File: src/hw/rtl/lfr_pkg.sv
// ----------------------------------------------------------------------------
// LRU frame replacer package
// Shared constants, transaction types and link memory request type.
// ----------------------------------------------------------------------------
package lfr_pkg;

  localparam int unsigned MaxFrames = 64;
  localparam int unsigned FrameW    = $clog2(MaxFrames);
  localparam int unsigned CountW    = FrameW + 1;

  localparam logic [CountW-1:0] LimitReset = CountW'(MaxFrames);

  typedef enum logic [1:0] {
    OpVictim = 2'd0,
    OpPin    = 2'd1,
    OpUnpin  = 2'd2
  } op_e;

  typedef enum logic [2:0] {
    StOk           = 3'd0,
    StEmpty        = 3'd1,
    StInvalid      = 3'd2,
    StPinAbsent    = 3'd3,
    StUnpinPresent = 3'd4
  } status_e;

  typedef enum logic {
    StateIdle,
    StateLink
  } state_e;

  typedef struct packed {
    op_e               operation;
    logic [FrameW-1:0] frame_num;
  } cmd_t;

  typedef struct packed {
    status_e           status;
    logic [FrameW-1:0] victim_frame;
    logic [CountW-1:0] frame_count;
  } rsp_t;

  typedef struct packed {
    logic              we;
    logic [FrameW-1:0] waddr;
    logic [FrameW-1:0] wdata;
    logic [FrameW-1:0] raddr;
  } mem_req_t;

endpackage

File: src/hw/rtl/lfr_link_ram.sv
// ----------------------------------------------------------------------------
// LRU frame replacer link memory
// One write port and one read port, read data registered.
// ----------------------------------------------------------------------------
module lfr_link_ram
  import lfr_pkg::*;
(
  input  logic              clk_i,
  input  mem_req_t          req_i,
  output logic [FrameW-1:0] rdata_o
);

  logic [FrameW-1:0] mem_q [MaxFrames];
  logic [FrameW-1:0] rdata_q;

  always_ff @(posedge clk_i) begin
    if (req_i.we) begin
      mem_q[req_i.waddr] <= req_i.wdata;
    end
    rdata_q <= mem_q[req_i.raddr];
  end

  assign rdata_o = rdata_q;

endmodule

File: src/hw/rtl/lfr_ctrl.sv
// ----------------------------------------------------------------------------
// LRU frame replacer controller
// Holds presence bits, list ends and count, and sequences link updates.
// ----------------------------------------------------------------------------
module lfr_ctrl
  import lfr_pkg::*;
(
  input  logic              clk_i,
  input  logic              rst_ni,
  input  logic              cfg_we_i,
  input  logic [CountW-1:0] cfg_wdata_i,
  input  logic              start,
  output logic              busy,
  input  cmd_t              cmd_i,
  output logic              done_o,
  output rsp_t              result_o,
  output mem_req_t          newer_req_o,
  output mem_req_t          older_req_o,
  input  logic [FrameW-1:0] newer_rdata_i,
  input  logic [FrameW-1:0] older_rdata_i
);

  state_e            state_q, state_d;
  logic [MaxFrames-1:0] present_q, present_d;
  logic [FrameW-1:0] newest_q, newest_d;
  logic [FrameW-1:0] oldest_q, oldest_d;
  logic [CountW-1:0] count_q, count_d;
  logic [CountW-1:0] limit_q;
  logic [FrameW-1:0] frame_q, frame_d;
  logic              victim_q, victim_d;
  logic              done_q, done_d;
  rsp_t              rsp_q, rsp_d;
  logic              id_valid;

  assign id_valid = {1'b0, cmd_i.frame_num} < limit_q;

  always_comb begin
    state_d   = state_q;
    present_d = present_q;
    newest_d  = newest_q;
    oldest_d  = oldest_q;
    count_d   = count_q;
    frame_d   = frame_q;
    victim_d  = victim_q;
    done_d    = 1'b0;
    rsp_d     = rsp_q;

    newer_req_o       = '0;
    older_req_o       = '0;
    newer_req_o.raddr = (cmd_i.operation == OpVictim) ? oldest_q : cmd_i.frame_num;
    older_req_o.raddr = newer_req_o.raddr;

    unique case (state_q)
      StateIdle: begin
        if (start) begin
          done_d             = 1'b1;
          rsp_d.status       = StOk;
          rsp_d.victim_frame = '0;
          rsp_d.frame_count  = count_q;
          frame_d            = newer_req_o.raddr;
          victim_d           = (cmd_i.operation == OpVictim);
          unique case (cmd_i.operation)
            OpVictim: begin
              if (count_q == '0) begin
                rsp_d.status = StEmpty;
              end else begin
                done_d  = 1'b0;
                state_d = StateLink;
              end
            end
            OpPin: begin
              if (!id_valid) begin
                rsp_d.status = StInvalid;
              end else if (!present_q[cmd_i.frame_num]) begin
                rsp_d.status = StPinAbsent;
              end else begin
                done_d  = 1'b0;
                state_d = StateLink;
              end
            end
            OpUnpin: begin
              if (!id_valid) begin
                rsp_d.status = StInvalid;
              end else if (present_q[cmd_i.frame_num]) begin
                rsp_d.status = StUnpinPresent;
              end else begin
                if (count_q == '0) begin
                  oldest_d = cmd_i.frame_num;
                end else begin
                  newer_req_o.we    = 1'b1;
                  newer_req_o.waddr = newest_q;
                  newer_req_o.wdata = cmd_i.frame_num;
                  older_req_o.we    = 1'b1;
                  older_req_o.waddr = cmd_i.frame_num;
                  older_req_o.wdata = newest_q;
                end
                newest_d                   = cmd_i.frame_num;
                present_d[cmd_i.frame_num] = 1'b1;
                count_d                    = count_q + 1'b1;
                rsp_d.frame_count          = count_q + 1'b1;
              end
            end
            default: begin
              rsp_d.status = StOk;
            end
          endcase
        end
      end
      StateLink: begin
        state_d = StateIdle;
        if (frame_q == oldest_q && frame_q == newest_q) begin
          oldest_d = '0;
          newest_d = '0;
        end else if (frame_q == oldest_q) begin
          oldest_d = newer_rdata_i;
        end else if (frame_q == newest_q) begin
          newest_d = older_rdata_i;
        end else begin
          newer_req_o.we    = 1'b1;
          newer_req_o.waddr = older_rdata_i;
          newer_req_o.wdata = newer_rdata_i;
          older_req_o.we    = 1'b1;
          older_req_o.waddr = newer_rdata_i;
          older_req_o.wdata = older_rdata_i;
        end
        present_d[frame_q]  = 1'b0;
        count_d             = count_q - 1'b1;
        done_d              = 1'b1;
        rsp_d.status        = StOk;
        rsp_d.victim_frame  = victim_q ? frame_q : '0;
        rsp_d.frame_count   = count_q - 1'b1;
      end
      default: begin
        state_d = StateIdle;
      end
    endcase
  end

  always_ff @(posedge clk_i or negedge rst_ni) begin
    if (!rst_ni) begin
      state_q   <= StateIdle;
      present_q <= '0;
      newest_q  <= '0;
      oldest_q  <= '0;
      count_q   <= '0;
      limit_q   <= LimitReset;
      done_q    <= 1'b0;
    end else begin
      state_q   <= state_d;
      present_q <= present_d;
      newest_q  <= newest_d;
      oldest_q  <= oldest_d;
      count_q   <= count_d;
      done_q    <= done_d;
      if (cfg_we_i) begin
        limit_q <= cfg_wdata_i;
      end
    end
  end

  always_ff @(posedge clk_i) begin
    frame_q  <= frame_d;
    victim_q <= victim_d;
    rsp_q    <= rsp_d;
  end

  assign busy     = (state_q == StateLink);
  assign done_o   = done_q;
  assign result_o = rsp_q;

endmodule

File: src/hw/rtl/lru_frame_replacer.sv
// done_o is registered: for unpin, rejected and unused codes it rises in the cycle after acceptance.
// A successful pin or victim first passes through the link state, which uses the registered link memory read.
// One transaction per cycle is accepted while busy is low; pin and victim hold busy in the link state.
// Results are strobed for one cycle on done_o; the receiver cannot stall.
// Reset clears presence bits, list ends and count, and sets the frame limit to 64.
// ----------------------------------------------------------------------------
// LRU frame replacer
// Least recently unpinned order of frames kept as a doubly linked list.
// ----------------------------------------------------------------------------
module lru_frame_replacer
  import lfr_pkg::*;
(
  input  logic              clk_i,
  input  logic              rst_ni,
  input  logic              cfg_we_i,
  input  logic [CountW-1:0] cfg_wdata_i,
  input  logic              start,
  output logic              busy,
  input  cmd_t              cmd_i,
  output logic              done_o,
  output rsp_t              result_o
);

  mem_req_t          newer_req;
  mem_req_t          older_req;
  logic [FrameW-1:0] newer_rdata;
  logic [FrameW-1:0] older_rdata;

  lfr_ctrl u_ctrl (
    .clk_i        (clk_i),
    .rst_ni       (rst_ni),
    .cfg_we_i     (cfg_we_i),
    .cfg_wdata_i  (cfg_wdata_i),
    .start        (start),
    .busy         (busy),
    .cmd_i        (cmd_i),
    .done_o       (done_o),
    .result_o     (result_o),
    .newer_req_o  (newer_req),
    .older_req_o  (older_req),
    .newer_rdata_i(newer_rdata),
    .older_rdata_i(older_rdata)
  );

  lfr_link_ram u_newer_ram (
    .clk_i  (clk_i),
    .req_i  (newer_req),
    .rdata_o(newer_rdata)
  );

  lfr_link_ram u_older_ram (
    .clk_i  (clk_i),
    .req_i  (older_req),
    .rdata_o(older_rdata)
  );

endmodule

File: config.mk
export PLATFORM = sky130hd
export DESIGN_NAME = lru_frame_replacer
export DESIGN_NICKNAME = d
export VERILOG_FILES = /design/src/hw/rtl/lfr_pkg.sv /design/src/hw/rtl/lfr_link_ram.sv /design/src/hw/rtl/lfr_ctrl.sv /design/src/hw/rtl/lru_frame_replacer.sv
export SDC_FILE = /design/constraint.sdc
export NUM_CORES = 1
export LEC_CHECK = 0
export BUFFER_PORTS_ARGS = -buffer_cell sky130_fd_sc_hd__buf_4
export CELL_PAD_IN_SITES_DETAIL_PLACEMENT = 1
export CELL_PAD_IN_SITES_GLOBAL_PLACEMENT = 2
export CORE_UTILIZATION = 39
export CTS_CLUSTER_DIAMETER = 120
export DETAILED_ROUTE_END_ITERATION = 8
export PLACE_DENSITY_LB_ADDON = 0.2
export SLEW_MARGIN = 30
export SYNTH_ARGS = -nofsm -noshare
export SYNTH_HDL_FRONTEND = slang
export SYNTH_SLANG_ARGS = --single-unit
File: constraint.sdc
create_clock -name clk_i -period 5.1 [get_ports clk_i]
set_input_delay 1.02 -clock clk_i [delete_from_list [all_inputs] [get_ports clk_i]]
set_output_delay 1.02 -clock clk_i [all_outputs]
set_load 0.05 [all_outputs]
==> metrics.log <==
[metrics] worst ir drop on vdd: between 0.3 and 0.4 mV
[metrics] Detailed Routing Iterations Pass 1: 7
[metrics] number of post-CTS setup repair buffers: 0
[metrics] clock tree root buffer cell: clkbuf_16
[metrics] clock tree from TritonCTS: built
[metrics] Clk Latency, worst-skew pair: ~0.68 ns
[metrics] launching element type of the critical path: input pin
[metrics] die extent in x: between 300 and 400 µm
[metrics] detail-routed net length per standard cell: 25.3 µm
[metrics] io pins: 37
[metrics] share of the clock period used by the worst path after layout: 82.1%
[metrics] run status: complete, no violations
[metrics] Synthesized Nets: 3,225
[metrics] starting DRC count in detailed routing: around 2,100
[metrics] number of instances resized during post-cts repair: 0
[metrics] final count of hold timing violations: 0
[metrics] Cells after Synth: 3,198
[metrics] total of endpoints with negative setup slack in the final report: 0
[metrics] largest area contributor in the synthesized netlist: edfxtp_1
[metrics] DIE AREA: about 99,000 µm²
[metrics] synthesis warning total: 0
[metrics] relative contribution of the clock network to total power: between 30% and 40%
[metrics] timing-limited maximum frequency: around 240 MHz
[metrics] biggest area contributors in the synthesized netlist: edfxtp_1 (63%), nand2_1 (8.3%), dfrtp_1 (6.0%)
[metrics] async set-reset flop share out of synthesis: ~10%
[metrics] largest net degree at the start of global routing: ~160
[metrics] Total Routed Length: between 100,000 and 150,000 µm
[metrics] number of hold-repair buffers added at the cts stage: 0
[metrics] Placeable Area: just under 100,000 µm²
[metrics] initial antenna violation count: 0
[metrics] post-synth design cell area: ~38,000 µm²
[metrics] clock buffer count from CTS: just under 100
[metrics] RePlAce Congestion: between 0.8 and 0.9
[metrics] CP Class: in2reg
[metrics] P per Cell Area: 417 nW/µm²
[metrics] net count reported at finish: about 3,200
[metrics] post-route worst setup slack: between 0.9 and 1 ns
[metrics] worst-case reg-to-reg path depth: 8
[metrics] setup repair after global routing missed its margin: false
[metrics] switch share: a little over a quarter
[metrics] detailed-route via count: 25,600
[metrics] largest fanout of any net on the critical path: 34
[metrics] Avg Vias per Cell: between 5 and 6
[metrics] chip height: 314 µm
[metrics] final period demand of the worst path: approximately 4.2 ns
[metrics] critical path data required time: around 5.4 ns
[metrics] sequential share of the synthesized area: 69.3%
[metrics] Layout Area Growth over Synthesis: 13.6%
[metrics] min-delay worst type: in2async
[metrics] number of synthesized flops with an enable pin: ~790
[metrics] std cell rows: 114
[metrics] n_diodes: 0
[metrics] leakage power: 15.3 nW
[metrics] number of distinct standard cells referenced by the synthesized netlist: 70
[metrics] arrival time at the worst endpoint: 4.50 ns
[metrics] FF+latch count, synth: roughly 900
[metrics] Cell Int Power: ~13 mW
[metrics] relative contribution of sequential cells to total power: between 40% and 50%
[metrics] Post-DP HPWL: 72,000 µm
[metrics] GRT Residual Overflow: 0
[metrics] Critical Path Sink Type: flop
[metrics] transition time at the pin with the least slew margin: approximately 0.96 ns
[metrics] syn_area_per_cell: between 10 and 15 µm²
[metrics] GRT Resource Usage Total: between 20% and 30%
[metrics] clock edge transition at the registers on the reported setup and hold paths: ~0.06 ns
[metrics] Antenna Nets Post-Route: 0
[metrics] number of buffers inserted by port buffering: 36
[metrics] max-slew violation count: 0
[metrics] number of global-route vias before repair: between 20,000 and 30,000
[metrics] worst rel slew slack: 36.3%
[metrics] largest buffer count on any clock path: 3
[metrics] Register-to-Register Setup Slack: about 1.2 ns
[metrics] worst setup slack after placement: approximately 0.25 ns
[metrics] Worst Clk Skew: about 0.026 ns
[metrics] capture instance of the worst register-to-register path: u_older_ram.mem_q[9][3]
[metrics] Logic pwr share: approximately 13%
[metrics] setup TNS after final layout: 0 ns
[metrics] Switching Power: slightly below 5 mW
[metrics] Post-route DRC: 0
[metrics] H-tree depth: 3
[metrics] launch instance of the worst register-to-register path: u_ctrl.frame_q[4]
[metrics] initial core utilization: 39.3%
[metrics] flip-flop cell with the highest count after synthesis: edfxtp_1
[metrics] total of max-cap violations: 0
[metrics] count of clock tree sinks: between 800 and 900
[metrics] fraction of layout instances using a drive strength above 1: about a tenth
[metrics] top-area cell type share of the netlist area: a little over three fifths
[metrics] global-route wire length before repair: 175,000 µm
-- layer usage --
layer	track usage (%)	wire length, µm	vias up
met1	32.5	52300	13200
met2	39.3	56000	530
met4	6.40	2790	0
met3	3.20	4620	168
li1	-	-	11700
met5	0	0	-
-- how the worst max path moves through the flow --
stage	from	depth (start not counted)	slack (ns)	to
after detailed placement	cmd_i[0]	9	0.25	u_older_ram.mem_q[9][4]
after global routing	cmd_i[0]	9	0.77	u_older_ram.mem_q[9][0]
after floorplan	cmd_i[0]	10	0.51	u_older_ram.mem_q[0][4]
final	cmd_i[0]	9	0.91	u_older_ram.mem_q[9][3]
after global placement	cmd_i[0]	9	0.37	u_older_ram.mem_q[9][4]
after CTS	u_ctrl.frame_q[3]	8	0.96	u_older_ram.mem_q[9][4]
-- synthesized netlist by cell type, types with 12 or more instances --
master	count
dfxtp_1	12
nand3_1	271
a311oi_1	157
nor2_1	248
nand2_1	844
xnor2_1	13
buf_4	13
nor3_1	75
a31oi_1	14
or4_1	14
mux2i_1	40
clkbuf_1	98
o21ai_0	64
a21oi_1	51
edfxtp_1	791
dfrtp_1	91
buf_1	17
buf_2	75
a22oi_1	18
buf_6	16
and3_1	116
inv_1	24
-- registers in the layout, indices dropped and copies added, names as in the netlist --
signal               count
u_ctrl.newest_q          6
u_ctrl.done_o            1
u_older_ram.rdata_o      6
u_ctrl.count_q           7
u_older_ram.mem_q      384
u_ctrl.limit_q           7
u_ctrl.result_o         16
u_ctrl.oldest_q          6
u_newer_ram.mem_q      384
u_ctrl.victim_q          1
u_newer_ram.rdata_o      6
u_ctrl.present_q        64
u_ctrl.frame_q           6
u_ctrl.busy              1
-- through the flow --
| step | power (mW) | instance area [µm²] | cells | util [%] | hold slack, ns |
|---|---|---|---|---|---|
| floorplan | 9.96 | 37900 | 3198 | - | 0.462 |
| global placement | 10.9 | 39800 | 4382 | 41.2 | 0.485 |
| detailed placement | 11.0 | 39800 | 4382 | 41.2 | 0.485 |
| CTS | 18.2 | 43100 | 4565 | 44.6 | 0.455 |
| global route | 18.6 | 43100 | 4566 | 44.6 | 0.492 |
| finish | 18.0 | 43100 | 4566 | 44.6 | 0.466 |
-- area by class of cell --
class,count,area (µm²)
Fill cell,9956,53500
Clock inverter,61,628
Sequential cell,895,26300
Clock buffer,122,2650
Multi-Input combinational cell,2058,10600
Timing Repair Buffer,129,1270
Inverter,25,106
Tap cell,1276,1600
-- cells by family after synthesis --
| group | synth area share [%] |
|---|---|
| AND/OR/NAND/NOR | 18.7 |
| multiplexers | 1.11 |
| XOR/XNOR | 0.508 |
| AO/OA/AOI/OAI | 6.97 |
| buffers and inverters | 3.12 |
| adder cells (fa/ha/maj) | 0.264 |
| flip-flops | 69.3 |
-- cells in the final DEF, fill, tap and decap left out, drive strengths merged, types with 7 or more instances in the layout --
cell      Yosys  routed
a311oi      157     157
buf         121     129
bufinv        0      11
clkinvlp      0       9
nor2        250     250
xnor2        13      13
nand2       844     844
or4          14      14
mux2i        40      40
nand2b        9       9
ha            8       8
a21oi        51      51
xor2          9       9
nor4          7       7
nand3       271     271
a31oi        14      14
o21ai        71      71
dfxtp        12      12
clkinv        0      39
dfrtp        91      91
edfxtp      791     791
nor3         78      78
inv          25      27
a22oi        18      18
clkbuf       99     122
and3        116     116
-- power by group through the flow --
stage | clock network (mW) | logic, mW | registers (mW)
global placement | 0 | 2.23 | 8.70
finish | 7.19 | 2.24 | 8.56
detailed placement | 0 | 2.26 | 8.70
CTS | 7.34 | 2.27 | 8.56
floorplan | 0 | 1.33 | 8.63
global route | 7.56 | 2.43 | 8.58
-- critical path, stage by stage --
cell	delay, ns
buf_4	0.45
mux2i_1	0.29
a22oi_1	0.09
nand3_1	0.12
and4_1	0.37
o2111ai_4	0.40
o32a_1	0.48
or3_1	0.65
nor2_1	0.57
Power figures use the tool's default switching activity.
